<file path="src/rtl/rtdv_pkg.sv">
// Constants, the resistance/temperature table and widths shared by the RTD converter.
package rtdv_pkg;

   // Field widths.
   localparam int VOLT_W = 24;
   localparam int TEMP_W = 15;
   localparam int RES_W  = 18;

   // Voltage span and conversion to milliohms.
   localparam logic signed [VOLT_W-1:0] VOLT_MIN = 24'sd409600;
   localparam logic signed [VOLT_W-1:0] VOLT_MAX = 24'sd1641920;
   localparam int OFF_W      = 21;
   localparam int GAIN_SHIFT = 4;
   localparam logic [RES_W-1:0] RES_BASE = 18'd80310;
   localparam logic signed [TEMP_W-1:0] TEMP_FLOOR = -15'sd5000;

   // Table of resistance (milliohm) and temperature (0.01 C) points.
   localparam int TABLE_POINTS = 14;
   localparam int TBL_STORED   = 14;
   localparam int USED_POINTS  = (TABLE_POINTS > TBL_STORED) ? TBL_STORED :
                                 (TABLE_POINTS < 1) ? 1 : TABLE_POINTS;

   localparam int TBL_R [TBL_STORED] = '{
      80310, 80600, 82500, 100000, 107800, 113000, 115000,
      115500, 123200, 130900, 138500, 150000, 154000, 157330
   };
   localparam int TBL_T [TBL_STORED] = '{
      -5000, -4926, -4447, 0, 2002, 3343, 3860,
      3989, 5989, 8001, 9999, 13045, 14111, 15000
   };

   // Interpolation datapath widths. The widest temperature step is 4447.
   localparam int SPAN_W    = 13;
   // Quotient bits: a multiple of DIV_BITS that covers the widest step.
   localparam int QUOT_W    = 15;
   localparam int PROD_W    = RES_W + SPAN_W;
   localparam int DIV_BITS  = 3;
   localparam int DIV_STAGES = QUOT_W / DIV_BITS;
   localparam int QIDX_W    = $clog2(QUOT_W);

endpackage

</file>
<file path="src/rtl/rtd_voltage_to_temperature_core.sv">
// Pipelined RTD bridge voltage to resistance and temperature converter.
//
// Usage: drive req_adc_microvolt and pulse start; a transaction is accepted
// at each rising edge with start high and busy low. busy stays low, so one
// transaction can be accepted in every cycle.
// Each accepted transaction produces exactly one result: rsp_strobe is high
// for one cycle while rsp_temp_cc and rsp_res_mohm hold it.
// The result is loaded into the output register after passing the stage-1,
// stage-2, product and division registers. Throughput is one transaction per cycle.
// The stages are: clamp and resistance, segment search, multiply, five
// restoring-division stages of three quotient bits each, and the output add.
// The division pipeline sets the latency.
// Reset clears all valid bits, so no result is issued for anything in flight.
// The receiver cannot stall; results are never held or repeated.
module rtd_voltage_to_temperature_core (
   input  logic                                   clock,
   input  logic                                   reset,
   input  logic                                   start,
   output logic                                   busy,
   input  logic signed [rtdv_pkg::VOLT_W-1:0]     req_adc_microvolt,
   output logic                                   rsp_strobe,
   output logic signed [rtdv_pkg::TEMP_W-1:0]     rsp_temp_cc,
   output logic        [rtdv_pkg::RES_W-1:0]      rsp_res_mohm
);
   import rtdv_pkg::*;

   // Stage 1: clamp and resistance.
   logic                 s1_vld_ff;
   logic [RES_W-1:0]     s1_res_ff, s1_res_in;

   // Stage 2: segment selection.
   logic                        s2_vld_ff;
   logic [RES_W-1:0]            s2_res_ff;
   logic [RES_W-1:0]            s2_num_ff, s2_num_in;
   logic [RES_W-1:0]            s2_den_ff, s2_den_in;
   logic [SPAN_W-1:0]           s2_span_ff, s2_span_in;
   logic signed [TEMP_W-1:0]    s2_lot_ff, s2_lot_in;

   // Division pipeline; entry 0 is loaded by the multiplier.
   logic                        div_vld_ff [DIV_STAGES+1];
   logic [PROD_W-1:0]           div_rem_ff [DIV_STAGES+1];
   logic [PROD_W-1:0]           div_rem_in [DIV_STAGES+1];
   logic [QUOT_W-1:0]           div_quo_ff [DIV_STAGES+1];
   logic [QUOT_W-1:0]           div_quo_in [DIV_STAGES+1];
   logic [RES_W-1:0]            div_den_ff [DIV_STAGES+1];
   logic signed [TEMP_W-1:0]    div_lot_ff [DIV_STAGES+1];
   logic [RES_W-1:0]            div_res_ff [DIV_STAGES+1];

   // Output register.
   logic                        out_vld_ff;
   logic signed [TEMP_W-1:0]    out_temp_ff, out_temp_in;
   logic [RES_W-1:0]            out_res_ff;

   logic accept;

   assign busy   = 1'b0;
   assign accept = start & ~busy;

   // Clamp the voltage and scale the offset to milliohms.
   always_comb begin
      logic signed [VOLT_W-1:0] v_cl;
      logic [OFF_W-1:0]         off;
      v_cl = req_adc_microvolt;
      if (req_adc_microvolt < VOLT_MIN) begin
         v_cl = VOLT_MIN;
      end else if (req_adc_microvolt > VOLT_MAX) begin
         v_cl = VOLT_MAX;
      end
      off       = OFF_W'(v_cl - VOLT_MIN);
      s1_res_in = RES_W'(off >> GAIN_SHIFT) + RES_BASE;
   end

   // Pick the first segment whose upper point covers the resistance.
   // Flat or falling segments, the floor and the beyond-table case all
   // reduce to a zero span so the result is the lower temperature alone.
   always_comb begin
      s2_lot_in  = TEMP_W'(TBL_T[USED_POINTS-1]);
      s2_num_in  = '0;
      s2_den_in  = RES_W'(1);
      s2_span_in = '0;
      for (int i = USED_POINTS - 1; i >= 1; i--) begin
         if (s1_res_ff <= RES_W'(TBL_R[i])) begin
            s2_lot_in = TEMP_W'(TBL_T[i-1]);
            if (TBL_R[i] <= TBL_R[i-1] || TBL_T[i] < TBL_T[i-1]) begin
               s2_num_in  = '0;
               s2_den_in  = RES_W'(1);
               s2_span_in = '0;
            end else begin
               s2_num_in  = s1_res_ff - RES_W'(TBL_R[i-1]);
               s2_den_in  = RES_W'(TBL_R[i] - TBL_R[i-1]);
               s2_span_in = SPAN_W'(TBL_T[i] - TBL_T[i-1]);
            end
         end
      end
      if (s1_res_ff <= RES_W'(TBL_R[0])) begin
         s2_lot_in  = TEMP_FLOOR;
         s2_num_in  = '0;
         s2_den_in  = RES_W'(1);
         s2_span_in = '0;
      end
   end

   // Restoring division, DIV_BITS (three) quotient bits per stage.
   always_comb begin
      logic [PROD_W-1:0] rem;
      logic [PROD_W-1:0] cmp;
      logic [QUOT_W-1:0] quo;
      logic [QIDX_W-1:0] sh;
      div_rem_in[0] = '0;
      div_quo_in[0] = '0;
      for (int k = 1; k <= DIV_STAGES; k++) begin
         rem = div_rem_ff[k-1];
         quo = div_quo_ff[k-1];
         for (int j = 0; j < DIV_BITS; j++) begin
            sh  = QIDX_W'(QUOT_W - 1 - ((k - 1) * DIV_BITS + j));
            cmp = PROD_W'(div_den_ff[k-1]) << sh;
            if (rem >= cmp) begin
               rem     = rem - cmp;
               quo[sh] = 1'b1;
            end
         end
         div_rem_in[k] = rem;
         div_quo_in[k] = quo;
      end
   end

   // Final temperature: lower point plus interpolated step.
   assign out_temp_in = div_lot_ff[DIV_STAGES] +
                        $signed(TEMP_W'(div_quo_ff[DIV_STAGES]));

   // Valid bits travel with the data.
   always_ff @(posedge clock) begin
      if (reset) begin
         s1_vld_ff  <= 1'b0;
         s2_vld_ff  <= 1'b0;
         out_vld_ff <= 1'b0;
         for (int k = 0; k <= DIV_STAGES; k++) begin
            div_vld_ff[k] <= 1'b0;
         end
      end else begin
         s1_vld_ff     <= accept;
         s2_vld_ff     <= s1_vld_ff;
         div_vld_ff[0] <= s2_vld_ff;
         for (int k = 1; k <= DIV_STAGES; k++) begin
            div_vld_ff[k] <= div_vld_ff[k-1];
         end
         out_vld_ff <= div_vld_ff[DIV_STAGES];
      end
   end

   // Payload registers.
   always_ff @(posedge clock) begin
      s1_res_ff <= s1_res_in;

      s2_res_ff  <= s1_res_ff;
      s2_num_ff  <= s2_num_in;
      s2_den_ff  <= s2_den_in;
      s2_span_ff <= s2_span_in;
      s2_lot_ff  <= s2_lot_in;

      // The product register feeds the division pipeline.
      div_rem_ff[0] <= PROD_W'(s2_num_ff) * PROD_W'(s2_span_ff);
      div_quo_ff[0] <= div_quo_in[0];
      div_den_ff[0] <= s2_den_ff;
      div_lot_ff[0] <= s2_lot_ff;
      div_res_ff[0] <= s2_res_ff;
      for (int k = 1; k <= DIV_STAGES; k++) begin
         div_rem_ff[k] <= div_rem_in[k];
         div_quo_ff[k] <= div_quo_in[k];
         div_den_ff[k] <= div_den_ff[k-1];
         div_lot_ff[k] <= div_lot_ff[k-1];
         div_res_ff[k] <= div_res_ff[k-1];
      end

      out_temp_ff <= out_temp_in;
      out_res_ff  <= div_res_ff[DIV_STAGES];
   end

   assign rsp_strobe   = out_vld_ff;
   assign rsp_temp_cc  = out_temp_ff;
   assign rsp_res_mohm = out_res_ff;

endmodule

</file>
<file path="config.mk">
export PLATFORM = sky130hd
export DESIGN_NAME = rtd_voltage_to_temperature_core
export DESIGN_NICKNAME = d
export VERILOG_FILES = /design/src/rtl/rtdv_pkg.sv /design/src/rtl/rtd_voltage_to_temperature_core.sv
export SDC_FILE = /design/constraint.sdc
export NUM_CORES = 2
export LEC_CHECK = 0
export ABC_AREA = 1
export BUFFER_PORTS_ARGS = -buffer_cell sky130_fd_sc_hd__buf_2
export CAP_MARGIN = 20
export CORE_ASPECT_RATIO = 2
export CORE_UTILIZATION = 60
export CTS_CLUSTER_DIAMETER = 100
export DETAILED_ROUTE_END_ITERATION = 12
export GPL_ROUTABILITY_DRIVEN = 0
export PLACE_DENSITY = 0.76
export SLEW_MARGIN = 20
export SYNTH_ARGS = -nofsm -noshare
export SYNTH_HDL_FRONTEND = slang
export SYNTH_SLANG_ARGS = --single-unit
</file>
<file path="constraint.sdc">
create_clock -name clock -period 12.6 [get_ports clock]
set_clock_uncertainty 0.1 [all_clocks]
set_input_delay 0.63 -clock clock [delete_from_list [all_inputs] [get_ports clock]]
set_output_delay 0.63 -clock clock [all_outputs]
set_load 0.02 [all_outputs]
</file>
==> Yosys cells after proc, flatten, opt, wreduce, memory -nomap -nowiden <==
Memory sizes are Yosys's and may differ from the RTL's. A register that Yosys moved wholly into a read port is not among the register bits.
Cells that the tools add are included.
{ "op_classes": {"addsub": 31, "multipliers": 1, "n_lt_le_gt_ge": 31, "n_mux": 92, "bitwise": 6, "reduce_logical": 8} }
{ "ops": {"columns": ["cell", "count"], "rows": [
  ["31-bit two-way mux", 15],
  ["18-bit two-way mux", 13],
  ["18-bit by 17-bit <= comparator with 1-bit output (second input constant)", 10],
  ["18-bit by 17-bit subtractor with 18-bit output (second input constant)", 10],
  ["14-bit two-way mux", 10],
  ["12-bit two-way mux", 10],
  ["15-bit two-way mux", 6],
  ["18-bit <= comparator (second input constant)", 4],
  ["31-bit greater-or-equal comparator", 2],
  ["31-bit subtractor", 2],
  ["18-bit subtractor (second input constant)", 3],
  ["13-bit two-way mux", 4],
  ["21-bit two-way mux", 2],
  ["31-bit by 18-bit greater-or-equal comparator with 1-bit output", 1],
  ["31-bit by 19-bit greater-or-equal comparator with 1-bit output", 1],
  ["31-bit by 20-bit greater-or-equal comparator with 1-bit output", 1],
  ["31-bit by 21-bit greater-or-equal comparator with 1-bit output", 1],
  ["31-bit by 22-bit greater-or-equal comparator with 1-bit output", 1],
  ["31-bit by 23-bit greater-or-equal comparator with 1-bit output", 1],
  ["31-bit by 24-bit greater-or-equal comparator with 1-bit output", 1],
  ["31-bit by 25-bit greater-or-equal comparator with 1-bit output", 1],
  ["31-bit by 26-bit greater-or-equal comparator with 1-bit output", 1],
  ["31-bit by 27-bit greater-or-equal comparator with 1-bit output", 1],
  ["31-bit by 28-bit greater-or-equal comparator with 1-bit output", 1],
  ["36 further kinds", 67]
]} }
{ "totals": {"ff_bits": 117, "ramBits": 588, "input_bits": 27, "output_inout_bits": 35, "wordCells": 200, "n_memories": 6} }
{ "memory_table": {"columns": ["name", "words", "width", "rd", "rd_ports_with_merged_regs", "write_ports", "line", "source"], "rows": [
  ["div_rem_ff", 6, 31, 5, 0, 6, "rtd_voltage_to_temperature_core.sv:41", "logic [PROD_W-1:0] div_rem_ff [DIV_STAGES+1];"],
  ["div_den_ff", 6, 18, 5, 0, 6, "rtd_voltage_to_temperature_core.sv:45", "logic [RES_W-1:0] div_den_ff [DIV_STAGES+1];"],
  ["div_res_ff", 6, 18, 6, 1, 6, "rtd_voltage_to_temperature_core.sv:47", "logic [RES_W-1:0] div_res_ff [DIV_STAGES+1];"],
  ["div_lot_ff", 6, 15, 6, 0, 6, "rtd_voltage_to_temperature_core.sv:46", "logic signed [TEMP_W-1:0] div_lot_ff [DIV_STAGES+1];"],
  ["div_quo_ff", 6, 15, 6, 0, 6, "rtd_voltage_to_temperature_core.sv:43", "logic [QUOT_W-1:0] div_quo_ff [DIV_STAGES+1];"],
  ["div_vld_ff", 6, 1, 6, 1, 6, "rtd_voltage_to_temperature_core.sv:40", "logic div_vld_ff [DIV_STAGES+1];"]
]} }

==> Longest topological paths before layout <==
{ "depth": {"depth_word": 14, "mapped_depth": 50, "mapped_depth_nobuf": 45} }

==> Worst setup path before layout <==
Ideal clock, no wire load.
{ "synth_path": {"kind": "register -> register", "startpoint": "memory div_den_ff[2][2]", "endpoint": "memory div_rem_ff[3][7] (netlist bit)", "setup_time_ns": 0.058, "arrival_time_ns": 6.523, "t_required_ns": 12.442, "setup_slack_ns": 5.919, "path_stages_with_launch": 43, "n_path_buf": 4, "synth_period_minus_slack_ns": 6.681, "path_cell_list": "dfxtp_1 inv_1 ha_1 a21oi_2 o21ai_2 nand2_1 nand2_2 a21oi_4 nand2_8 buf_2 o21ai_0 inv_1 fa_1 nor2_1 a211oi_1 o21ai_0 nand3_1 a21oi_1 (+7 left out) a21oi_1 ha_1 a21o_1 a21oi_1 o21ai_0 nand3_1 nand2_1 a21oi_1 o21bai_1 nand3_1 nand2_1 a21oi_1 nand2_2 nand3b_1 nor2_2 buf_4 nand2_1 nand2_1"} }
{ "synth_lines": {"columns": ["item", "line"], "rows": [
  ["start: declaration", "rtd_voltage_to_temperature_core.sv:45"],
  ["end: declaration", "rtd_voltage_to_temperature_core.sv:41"]
]} }

==> results.cfg <==
[clock_tree]
clk_pin_slew_ns = 0.07
cts.sinks = 610
cts_setup_buffers = 0
numCtsBuffers = 51
root_buffer = clkbuf_16
hold_buffers = 0
cts_tree = done
ctsResizeCount = 0
h-tree-depth = 2
clk_latency_ns = 0.68
clockBufferDepth = 3

[cells_and_area]
most-common-layout-cells = nand2_1, inv_1, dfxtp_1
final_common_cell = nand2_1
fin_cells = 7069
layout-drive-gt1-share_pct = 5.30
syn2layout_area_growth_pct = 6.73
nets = 6668

[critical_path]
startpoint_type = flip-flop
worstPathRequired_ns = 13.03
crit_path_start = div_den_ff[1][10]
crit_path_end_kind = flip-flop
crit_arrival_ns = 9.86
crit_path_end = div_rem_ff[2][25]
reg2reg_from = div_den_ff[1][10]
r2r-end = div_rem_ff[2][25]
r2r_slack_ns = 3.17
rr_worst_depth = 39
cp_max_fo = 26
slowest_delay_ns = 0.77
crit_type = flip-flop to flip-flop
crit_slowest_cell = o21ai_1
timing.critical_path.mode_cell = nand2_1

[sta]
hold_viol = 0
relSlewSlack_pct = 10.4
setup_violations = 0
maxSlewViolCount = 0
fmax_mhz = 106
finalSetupTns_ns = 0
tightest_slew_ns = 1.33
layout_min_cycle_time_ns = 9.43
period_share_pct = 74.9
rsz0062_at_grt = no

[routing]
wl_per_cell_um = 20.0
ant_nets = 0
drc = 0
first_pass_iters = 7
wl_mm = 141
vias_per_cell = 5.84
dr.first_iter.drc_count = 2934
vias = 41300

[yosys]
avgSynthCellArea_um2 = 7.12
syn_inst = 6104
synth_area_um2 = 43400
ys_ff_latch = 610
yosysWarnings = 0
synth_edf_count = 0
synth-main-ff-cell = dfxtp_1
synthArstFlopShare_pct = 0
synth_cell_type_count = 67
yosysSeqAreaShare_pct = 28.1

[place]
hpwlAfterDp_mm = 108
numPortBuffers = 60
dp_cells = 6970

[min_path]
worstHoldPathType = input pin to flip-flop

[floorplan]
die_area_um2 = 73500
die_w_um = 192
num_rows = 139
die-height_um = 383
initial_core_util_pct = 60.6
core_area_um2 = 71700
io_pins = 62

[job]
maxCapViolCount = 0

[grt]
grt_pass1_vias = 42100
grt_overflow = 0
grt_pass1_wl_mm = 219
track_usage_pct = 39.1
grt_max_degree = 46
antenna_found_initial = 3

[status]
status = complete, no violations
## through the flow
step                      instance area [µm²]  hold slack, ns  worst slack (ns)  utilization [%]
after detailed placement                44500           0.212              3.93             62.1
after global placement                  44500           0.209              4.03             62.1
final                                   46400          0.0518              3.17             64.7
after global routing                    46400          0.0526              2.63             64.7
after CTS                               46300          0.0649              3.89             64.7
after floorplan                         43400           0.210              5.92                -
## layout make-up
type | instances | area, µm²
Antenna cell | 3 | 7.51
Clock buffer | 67 | 1440
Clock inverter | 28 | 417
Fill cell | 6458 | 25300
Inverter | 898 | 3370
Multi-Input combinational cell | 4452 | 27200
Sequential cell | 610 | 12200
Tap cell | 916 | 1150
Timing Repair Buffer | 95 | 563
## critical path: cells and delay by family (launching register included)
| kind | cells | cell delay [ns] |
|---|---|---|
| and+or+nand+nor | 19 | 2.97 |
| adders and majority gates | 3 | 1.20 |
| AOI/OAI and AO/OA | 11 | 3.29 |
| buffers and inverters | 6 | 1.36 |
| DFF | 1 | 0.32 |
## registers in the layout, indices dropped and copies added, names as in the netlist, 6 cells and up
signal,count
div_den_ff,75
div_lot_ff,90
div_quo_ff,45
div_rem_ff,155
div_res_ff,108
div_vld_ff,6
rsp_res_mohm,18
rsp_temp_cc,15
s1_res_ff,18
s2_den_ff,15
s2_lot_ff,15
s2_num_ff,18
s2_res_ff,18
s2_span_ff,11
## worst min-delay path by stage
stage,start,endpoint,depth (start not counted)
floorplan,s2_den_ff[0],div_den_ff[0][0],0
global placement,div_res_ff[4][14],div_res_ff[5][14],0
detailed placement,s2_den_ff[1],div_den_ff[0][1],0
CTS,start,s1_vld_ff,3
global route,start,s1_vld_ff,3
finish,start,s1_vld_ff,3
## synthesized netlist by cell type (9+ instances only)
cell type,number,area [µm²]
nand2_2,38,238
nand4_1,83,519
dfxtp_1,610,12200
clkinv_1,9,33.8
buf_1,16,60.1
a31oi_1,32,200
fa_1,191,3820
nor2_2,15,93.8
o211ai_1,15,113
o21ai_1,12,60.1
nand3_1,297,1490
nand3_2,13,130
a21o_1,16,120
nor2_4,9,101
a21oi_1,401,2010
o21bai_1,17,128
buf_2,17,85.1
o31ai_1,10,75.1
nor3_1,61,305
nor4_1,19,119
inv_1,870,3270
nor2_1,492,1850
or2_2,22,138
clkbuf_1,98,368
xor2_1,203,1780
o21ai_0,339,1700
ha_1,342,4280
nand2_1,1609,6040
xnor2_1,115,1010
nand3b_1,22,165
inv_2,19,71.3
## routing by layer
| layer | vias up | part of all wire, % | GRT usage, % |
|---|---|---|---|
| met4 | 2 | 13 | 42.2 |
| met2 | 1948 | 51 | 70.2 |
| met5 | - | 0.0099 | 0 |
| met3 | 1003 | 6.9 | 9.22 |
| met1 | 18900 | 30 | 32.9 |
| li1 | 19400 | - | - |
## cell families (layout without fill, tap and decap cells)
logic type / Yosys count / count (layout) / synth area share (%)
simple gates: 2708 / 2708 / 26.5
buf+inv: 1043 / 1088 / 9.25
compound gates: 890 / 890 / 11.1
flops: 610 / 610 / 28.1
fa+ha+maj: 533 / 533 / 18.7
xor+xnor: 318 / 318 / 6.41
other cells: 1 / 5 / 0.00863
mux: 1 / 1 / 0.0259
Power is not shown: default switching activity piles up to over one toggle a cycle in this logic, so the estimate is an artifact.
